**config.mk**
```make
export PLATFORM = sky130hd
export DESIGN_NAME = fir_filter_circular_buffer_core
export DESIGN_NICKNAME = d
export VERILOG_FILES = /design/src/rtl/core/fircb_pkg.sv /design/src/rtl/core/fircb_mac.sv /design/src/rtl/core/fir_filter_circular_buffer_core.sv
export SDC_FILE = /design/constraint.sdc
export NUM_CORES = 2
export LEC_CHECK = 0
export ABC_CLOCK_PERIOD_IN_PS = 16000
export BUFFER_PORTS_ARGS = -buffer_cell sky130_fd_sc_hd__buf_2
export CORE_MARGIN = 2
export CORE_UTILIZATION = 60
export DETAILED_ROUTE_END_ITERATION = 7
export PLACE_DENSITY = 0.72
export SLEW_MARGIN = 20
export SYNTH_ARGS = -nofsm -noshare
export SYNTH_HDL_FRONTEND = slang
export SYNTH_HIERARCHICAL = 1
export SYNTH_SLANG_ARGS = --single-unit
```
**constraint.sdc**
```tcl
create_clock -name clk -period 16 [get_ports clk]
set_input_delay 1.6 -clock clk [delete_from_list [all_inputs] [get_ports clk]]
set_output_delay 1.6 -clock clk [all_outputs]
set_load 0.01 [all_outputs]
```
**src/rtl/core/fircb_pkg.sv**
```systemverilog
`default_nettype none

package fircb_pkg;

    localparam int DATA_W    = 16;
    localparam int IDX_W     = 5;
    localparam int PROD_W    = 2 * DATA_W;
    localparam int S_TDATA_W = 40;
    localparam int M_TDATA_W = 16;

    localparam logic FUNC_SAMPLE = 1'b0;
    localparam logic FUNC_LOAD   = 1'b1;

    // per-cycle control into the multiply-accumulate unit
    typedef struct packed {
        logic clear;
        logic en;
    } mac_ctrl_t;

    typedef enum logic [3:0] {
        ST_CLEAR = 4'b0001,
        ST_IDLE  = 4'b0010,
        ST_MAC   = 4'b0100,
        ST_OUT   = 4'b1000
    } state_t;

endpackage

`default_nettype wire

```
**src/rtl/core/fircb_mac.sv**
```systemverilog
`default_nettype none

module fircb_mac #(
    parameter int ACC_W = 37
) (
    input  wire logic                               clk,
    input  wire logic                               rst_n,
    input  wire fircb_pkg::mac_ctrl_t               ctrl,
    input  wire logic signed [fircb_pkg::DATA_W-1:0] a,
    input  wire logic signed [fircb_pkg::DATA_W-1:0] b,
    output logic                                    busy,
    output logic signed [fircb_pkg::DATA_W-1:0]     result,
    output logic                                    saturated
);
    import fircb_pkg::*;

    localparam int RW = ACC_W - 15;
    localparam logic signed [RW-1:0] R_MAX = RW'(32767);
    localparam logic signed [RW-1:0] R_MIN = -RW'(32768);
    localparam logic signed [ACC_W-1:0] HALF = ACC_W'(16384);

    logic signed [PROD_W-1:0] prod_reg;
    logic                     prod_en_reg;
    logic signed [ACC_W-1:0]  acc_reg;
    logic signed [ACC_W-1:0]  acc_next;
    logic signed [ACC_W-1:0]  biased;
    logic signed [RW-1:0]     rounded;

    always_ff @(posedge clk or negedge rst_n)
    begin
        if (!rst_n)
        begin
            prod_en_reg <= 1'b0;
        end
        else
        begin
            prod_en_reg <= ctrl.en;
        end
    end

    always_ff @(posedge clk)
    begin
        prod_reg <= a * b;
        acc_reg  <= acc_next;
    end

    always_comb
    begin
        acc_next = acc_reg;
        if (ctrl.clear)
        begin
            acc_next = '0;
        end
        else if (prod_en_reg)
        begin
            acc_next = acc_reg + {{(ACC_W-PROD_W){prod_reg[PROD_W-1]}}, prod_reg};
        end
    end

    assign busy = ctrl.en | prod_en_reg;

    // round half up to q1.15, then clip
    assign biased  = acc_reg + HALF;
    assign rounded = biased[ACC_W-1:15];

    always_comb
    begin
        saturated = 1'b0;
        result    = rounded[DATA_W-1:0];
        if (rounded > R_MAX)
        begin
            result    = 16'sh7fff;
            saturated = 1'b1;
        end
        else if (rounded < R_MIN)
        begin
            result    = 16'sh8000;
            saturated = 1'b1;
        end
    end

endmodule

`default_nettype wire

```
**src/rtl/core/fir_filter_circular_buffer_core.sv**
```systemverilog
// sample transaction: a sweep over all taps, then the result once the output is free
// coefficient load: no result; ready again in the next cycle
// one sample at a time, set by the single shared multiplier
// reset: asynchronous, active low; then a pass over every slot zeroes ring and
// coefficients with ready low
`default_nettype none

module fir_filter_circular_buffer_core #(
    parameter int TAPS = 32
) (
    input  wire logic                              clk,
    input  wire logic                              rst_n,
    input  wire logic                              s_axis_tvalid,
    output logic                                   s_axis_tready,
    // [15:0] sample, [20:16] coef_index, [36:21] coef_value, [39:37] zero
    input  wire logic [fircb_pkg::S_TDATA_W-1:0]   s_axis_tdata,
    // [0] func
    input  wire logic                              s_axis_tuser,
    output logic                                   m_axis_tvalid,
    input  wire logic                              m_axis_tready,
    // [15:0] result
    output logic [fircb_pkg::M_TDATA_W-1:0]        m_axis_tdata,
    // [0] saturated
    output logic                                   m_axis_tuser
);
    import fircb_pkg::*;

    localparam int AW    = (TAPS > 1) ? $clog2(TAPS) : 1;
    localparam int ACC_W = PROD_W + AW;
    localparam logic [AW-1:0] LAST = AW'(TAPS - 1);

    state_t state_reg, state_next;

    logic [AW-1:0] wr_reg, wr_next;
    logic [AW-1:0] pos_reg, pos_next;
    logic [AW-1:0] tap_reg, tap_next;
    logic          rd_en_reg;
    logic          m_valid_reg, m_valid_next;
    logic [DATA_W-1:0] m_data_reg;
    logic          m_sat_reg;

    logic signed [DATA_W-1:0] ring_mem [TAPS];
    logic signed [DATA_W-1:0] coef_mem [TAPS];
    logic signed [DATA_W-1:0] ring_q;
    logic signed [DATA_W-1:0] coef_q;

    logic                     accept;
    logic                     func;
    logic signed [DATA_W-1:0] sample;
    logic [IDX_W-1:0]         coef_index;
    logic signed [DATA_W-1:0] coef_value;

    logic                     ring_we, coef_we;
    logic [AW-1:0]            ring_wa, coef_wa;
    logic signed [DATA_W-1:0] ring_wd, coef_wd;

    mac_ctrl_t                mac_ctrl;
    logic                     mac_busy;
    logic signed [DATA_W-1:0] mac_result;
    logic                     mac_sat;
    logic                     out_free;

    assign func       = s_axis_tuser;
    assign sample     = s_axis_tdata[15:0];
    assign coef_index = s_axis_tdata[20:16];
    assign coef_value = s_axis_tdata[36:21];

    assign s_axis_tready = (state_reg == ST_IDLE);
    assign accept        = s_axis_tvalid & s_axis_tready;
    assign out_free      = !m_valid_reg || m_axis_tready;

    assign ring_we = (state_reg == ST_CLEAR) || (accept && func == FUNC_SAMPLE);
    assign ring_wa = (state_reg == ST_CLEAR) ? tap_reg : wr_reg;
    assign ring_wd = (state_reg == ST_CLEAR) ? '0 : sample;

    assign coef_we = (state_reg == ST_CLEAR)
                  || (accept && func == FUNC_LOAD && int'(coef_index) < TAPS);
    assign coef_wa = (state_reg == ST_CLEAR) ? tap_reg : AW'(coef_index);
    assign coef_wd = (state_reg == ST_CLEAR) ? '0 : coef_value;

    always_ff @(posedge clk)
    begin
        if (ring_we)
        begin
            ring_mem[ring_wa] <= ring_wd;
        end
        ring_q <= ring_mem[pos_reg];
    end

    always_ff @(posedge clk)
    begin
        if (coef_we)
        begin
            coef_mem[coef_wa] <= coef_wd;
        end
        coef_q <= coef_mem[tap_reg];
    end

    always_comb
    begin
        state_next   = state_reg;
        wr_next      = wr_reg;
        pos_next     = pos_reg;
        tap_next     = tap_reg;
        m_valid_next = m_valid_reg && !m_axis_tready;
        mac_ctrl     = '{clear: 1'b0, en: rd_en_reg};
        unique case (state_reg)
            ST_CLEAR:
            begin
                tap_next = tap_reg + AW'(1);
                if (tap_reg == LAST)
                begin
                    tap_next   = '0;
                    state_next = ST_IDLE;
                end
            end
            ST_IDLE:
            begin
                if (accept && func == FUNC_SAMPLE)
                begin
                    // newest sample sits at the slot just written
                    pos_next       = wr_reg;
                    tap_next       = '0;
                    wr_next        = (wr_reg == LAST) ? '0 : wr_reg + AW'(1);
                    mac_ctrl.clear = 1'b1;
                    state_next     = ST_MAC;
                end
            end
            ST_MAC:
            begin
                pos_next = (pos_reg == '0) ? LAST : pos_reg - AW'(1);
                tap_next = tap_reg + AW'(1);
                if (tap_reg == LAST)
                begin
                    tap_next   = '0;
                    state_next = ST_OUT;
                end
            end
            ST_OUT:
            begin
                // wait for the pipeline to drain and the output register to free up
                if (!rd_en_reg && !mac_busy && out_free)
                begin
                    m_valid_next = 1'b1;
                    state_next   = ST_IDLE;
                end
            end
            default:
            begin
                state_next = ST_CLEAR;
            end
        endcase
    end

    always_ff @(posedge clk or negedge rst_n)
    begin
        if (!rst_n)
        begin
            state_reg   <= ST_CLEAR;
            wr_reg      <= '0;
            pos_reg     <= '0;
            tap_reg     <= '0;
            rd_en_reg   <= 1'b0;
            m_valid_reg <= 1'b0;
        end
        else
        begin
            state_reg   <= state_next;
            wr_reg      <= wr_next;
            pos_reg     <= pos_next;
            tap_reg     <= tap_next;
            rd_en_reg   <= (state_reg == ST_MAC);
            m_valid_reg <= m_valid_next;
        end
    end

    always_ff @(posedge clk)
    begin
        if (state_reg == ST_OUT && !rd_en_reg && !mac_busy && out_free)
        begin
            m_data_reg <= mac_result;
            m_sat_reg  <= mac_sat;
        end
    end

    fircb_mac #(
        .ACC_W (ACC_W)
    ) u_mac (
        .clk       (clk),
        .rst_n     (rst_n),
        .ctrl      (mac_ctrl),
        .a         (ring_q),
        .b         (coef_q),
        .busy      (mac_busy),
        .result    (mac_result),
        .saturated (mac_sat)
    );

    assign m_axis_tvalid = m_valid_reg;
    assign m_axis_tdata  = m_data_reg;
    assign m_axis_tuser  = m_sat_reg;

endmodule

`default_nettype wire

```
* Yosys cells after proc, flatten, opt, wreduce, memory -nomap -nowiden
Memories as Yosys holds them, arrays and structs flattened. A register that Yosys moved wholly into a read port is not among the register bits.
Index checks and enable logic that the tools add are counted.
W data, S select, Z words.
** Operators by class
- $add $sub $neg :: 5
- Multipliers :: 1
- Div/mod/pow operators :: 0
- $lt $le $gt $ge :: 2
- Equal/unequal tests :: 10
- Shifts and indexed selects :: 0
- Multiplexer cells :: 26
- Bitwise gates (word level) :: 3
- Reduce and logical (&&, ||, !) cells :: 23
** Operators with widths (count)
- $mux W16 :: 3
- $add A37 B16 Y37 const B :: 1
- $add A37 B37 Y37 :: 1
- $mux W5 :: 7
- $mul A16 B16 Y32 :: 1
- $gt A22 B16 Y1 const B :: 1
- $lt A22 B16 Y1 const B :: 1
- $pmux W5 S2 :: 2
- $mux W4 :: 4
- $pmux W4 S4 :: 1
- $add A5 B1 Y5 const B :: 2
- $eq A5 B5 Y1 const B :: 2
- $mux W1 :: 9
- $logic_and A1 B1 Y1 :: 8
- $reduce_and A2 Y1 :: 3
- $logic_not A5 Y1 :: 1
- $sub A5 B1 Y5 const B :: 1
- $eq A4 B1 Y1 const B :: 1
- $eq A4 B2 Y1 const B :: 1
- $eq A4 B3 Y1 const B :: 1
- $eq A4 B4 Y1 const B :: 1
- $logic_not A1 Y1 :: 4
- $ne A2 B1 Y1 const B :: 2
- $ne A2 B2 Y1 const B :: 2
- other kinds (7) :: 10
** Word-level totals
- Bits in registers :: 108
- Bits in latches :: 0
- Memory bits (writable) :: 1024
- ROM bits :: 0
- Input port bits :: 45
- Output and inout bits :: 19
- Logic and storage cells :: 83
- Memories :: 2
** Memory list
- coef_mem :: depth 32, width 16, read ports 1, clocked after Yosys merged registers in 1, write ports 1, RTL line fir_filter_circular_buffer_core.sv:43 : logic signed [DATA_W-1:0] coef_mem [TAPS];
- ring_mem :: depth 32, width 16, read ports 1, clocked after Yosys merged registers in 1, write ports 1, RTL line fir_filter_circular_buffer_core.sv:42 : logic signed [DATA_W-1:0] ring_mem [TAPS];

* Longest topological paths before layout
- Depth in word-level cells :: 6
- Gate-level depth with buffers :: 24
- Mapped depth without buffers :: 22

* Hierarchy
Netlist, hierarchy kept.
** Modules (own cells, without submodules)
- fir_filter_circular_buffer_core :: times used 1, cells an instance 2455, area an instance 42564.6 um^2, sequential area each 32427.4 um^2
- fircb_mac :: times used 1, cells an instance 1593, area an instance 14183.6 um^2, sequential area each 1406.3 um^2

* Worst setup path before layout
No wires, ideal clock.
- Path type :: register -> register
- Start :: register ring_q[11], read port of ring_mem
- End :: register u_mac.prod_reg[29]
- Library setup time :: 0.126 ns
- Data arrival time :: 6.062 ns
- Required time :: 15.874 ns
- Path slack :: 9.811 ns
- Cell stages (with the launch flop) :: 23
- Path buffers :: 2
- Clock period less this slack :: 6.189 ns
- Cells stage by stage :: dfxtp_1 > clkbuf_1 > nand2_1 > fa_1 > fa_1 > fa_1 > inv_1 > fa_1 > fa_1 > inv_1 > fa_1 > inv_1 > ha_1 > buf_6 > a211o_1 > o221ai_2 > a21oi_2 > a2111oi_4 > o31ai_1 > a221o_1 > a211oi_2 > nor2_1 > xor2_1
** Between the ends
- Word-level cells in the longest chain between the ends :: 1
** Ends and longest elaborated chain
- from (decl) :: RTL line fir_filter_circular_buffer_core.sv:44 : logic signed [DATA_W-1:0] ring_q;
- $mul A16 B16 Y32 :: RTL line fircb_mac.sv:43 : prod_reg <= a * b;
- to (signal assigned) :: RTL line fircb_mac.sv:43
- to (decl) :: RTL line fircb_mac.sv:22 : logic signed [PROD_W-1:0] prod_reg;
No other way between the ends.
A chain may end at the register's enable or synchronous reset.

* Worst setup path after layout
- Start :: register ring_q[11], read port of ring_mem
- End :: register u_mac.prod_reg[31]
Same word-level chain as after synthesis.

==> impl_metrics.tcl <==
set metrics [dict create \
    hold_viol_final 0 \
    drt_iter0_markers 2823 \
    yosys.area.top_type "edfxtp_1" \
    cts_setup_buffers 0 \
    die_h_um 312 \
    clkTransAtPathRegs_ns 0.06 \
    cap_viol_max_count 0 \
    whs_ns 0.415 \
    fin_skew_ns 0.0545 \
    finalCritPeriodShare_pct 42.9 \
    synthToLayoutAreaGrowth_pct 9.78 \
    clockBufferDepth 3 \
    final_nets 4568 \
    slowest_stage "dfxtp_1" \
    final_common_cell "edfxtp_1" \
    portBuffers 60 \
    syn-instance-count 4048 \
    setup_violations 0 \
    syn_area_per_cell_um2 14.0 \
    critPathCaptureType "flip-flop" \
    finish.utilization_pct 66.6 \
    required_ns 16.60 \
    clk_latency_ns 0.72 \
    rsz0062_at_grt "no" \
    async_flop_share_pct 1.89 \
    synth_area_leaders "edfxtp_1 55%, mux2i_1 9.5%, fa_1 9.3%, dfxtp_1 3.6%, a22oi_1 3.0%" \
    ctsHoldBuffers 0 \
    cp_cell_sequence "nand2_1 -> fa_1 -> fa_1 -> fa_1 -> inv_1 -> fa_1 -> fa_1 -> inv_1 -> fa_1 -> inv_1 -> ha_1 -> a211o_1 -> nor2_1 -> o211ai_1 -> a2111oi_4 -> o31ai_1 -> a221o_1 -> a211oi_2 -> nor2_1 -> a211oi_2" \
    cp_common_cell "fa_1" \
    cts_tree "built" \
    synth_edf_count 1041 \
    htreeDepth 3 \
    grt_pass1_vias 33100 \
    cp_max_fo 16 \
    grt_max_degree 68 \
    wl_per_cell_um 23.3 \
    cts-root-buf "clkbuf_16" \
    critical_path_arrival_ns 7.46 \
    grt_antenna_before_repair 9 \
    grt_usage_pct 26.5 \
    setup_tns_ns 0 \
    wl_um 128000 \
    syn_nets 4480 \
    grt_pass1_wl_um 196000 \
    crit_type "flip-flop to flip-flop" \
    place_hpwl_um 80300 \
    dr.pass1.iters 8 \
    gr-total-overflow 0 \
    synth_top_area_share_pct 55.1 \
    rows 112 \
    synth_area_um2 56700 \
    final_layout_size_suffix_gt1_share_pct 9.51 \
    gp_congestion 0.844 \
    cts.repair.resized 0 \
    die_x_um 312 \
    initial_core_util_pct 60.7 \
    drcViolationCount 0 \
    fmax_mhz 146 \
    maxSlewViolCount 0 \
    synthFlopType "edfxtp_1" \
    netlist-cell-type-count 96 \
    clock-sinks 1164 \
    synth_seq_cells 1164 \
    critPathMaxStageDelay_ns 0.84 \
    vias_per_cell 6.01 \
    postRouteAntennaNets 0 \
    die-area_um2 97100 \
    relSlewSlack_pct 26.9 \
    crit_path_start_kind "flip-flop" \
    finalCriticalPeriod_ns 6.86 \
    io_pins 64 \
    dr_total_vias 33000 \
    worst_pin_slew_ns 1.09 \
    outcome "complete, no violations" \
    core_area_um2 93500 \
    hp-class "flip-flop to flip-flop" \
    layout_common_cells "1041 x edfxtp_1, 536 x mux2i_1, 315 x inv_1, 263 x fa_1, 230 x a22oi_1" \
    yosysWarnings 6 \
    ys_seq_area_share_pct 59.6 \
    cts_buffers 111 \
]
[worst max-delay path: cells and delay by family (launching register included)]
family | cells | cell delay, ns
simple gates | 3 | 0.41
fa+ha+maj | 7 | 3.41
flops | 1 | 0.84
buf+inv | 3 | 0.15
compound gates | 7 | 1.97
[per-stage QoR]
step                      instance area, um^2  cells  setup slack, ns
after global routing                    62300   5483             8.83
after detailed placement                58700   5277             9.17
after CTS                               62300   5483             9.14
after floorplan                         56700   4048             9.81
after global placement                  58700   5277             9.19
final                                   62300   5487             9.14
[final cells by class]
cell class,count,area [um^2]
Antenna cell,4,10.0
Clock buffer,137,2940
Multi-Input combinational cell,2368,21000
Inverter,319,1200
Sequential cell,1164,33800
Timing Repair Buffer,172,1140
Clock inverter,69,643
Tap cell,1254,1570
Fill cell,6597,31200
[per-layer routing]
layer,up-vias,track usage [%],routed length (um)
met5,-,0,72
met4,10,10.1,4650
met3,232,4.22,9000
met2,1134,42.9,60600
met1,16600,36.4,53600
li1,15000,-,-
[cells by family after synthesis]
| family | after synthesis | synth area share, % |
|---|---|---|
| buffers and inverters | 516 | 3.61 |
| xor gates and xnor gates | 75 | 1.16 |
| adders and majority gates | 387 | 12.0 |
| and+or+nand+nor | 846 | 7.52 |
| AOI/OAI and AO/OA | 522 | 6.59 |
| DFF | 1164 | 59.6 |
| muxes | 538 | 9.49 |
[synth_stat cells (all sizes together) (7+ instances only)]
library cell     n
nor2           156
o31ai            7
xor2            27
fa             263
nor4             7
inv            316
nor3            21
ha             124
mux2i          536
nand4           58
a22oi          231
a211oi          14
clkbuf         120
nand2          214
nor2b           18
dfrtp           21
a21oi           92
nand3          135
buf             77
o211ai           9
and3            19
dfxtp          101
xnor2           48
and2           161
o21a            15
o21bai           8
o21ai           61
nand2b          21
edfxtp        1041
a31oi            9
a21o            31
[final timing paths]
path                       startpoint                  to  slack (ns)  depth (start not counted)
setup / recovery           ring_q[11]  u_mac/prod_reg[31]        9.14                         20
hold / removal              rd_en_reg   u_mac/prod_en_reg        0.41                          0
setup reg to reg           ring_q[11]  u_mac/prod_reg[31]        9.14                         20
hold reg to reg             rd_en_reg   u_mac/prod_en_reg        0.41                          0
max in group asynchronous       rst_n          tap_reg[0]       14.66                          1
min in group asynchronous       rst_n       m_axis_tvalid        0.89                          1
Power is left out: the tool's default activity adds up to more than one toggle a clock period on the data nets, which glitch-free logic cannot reach.
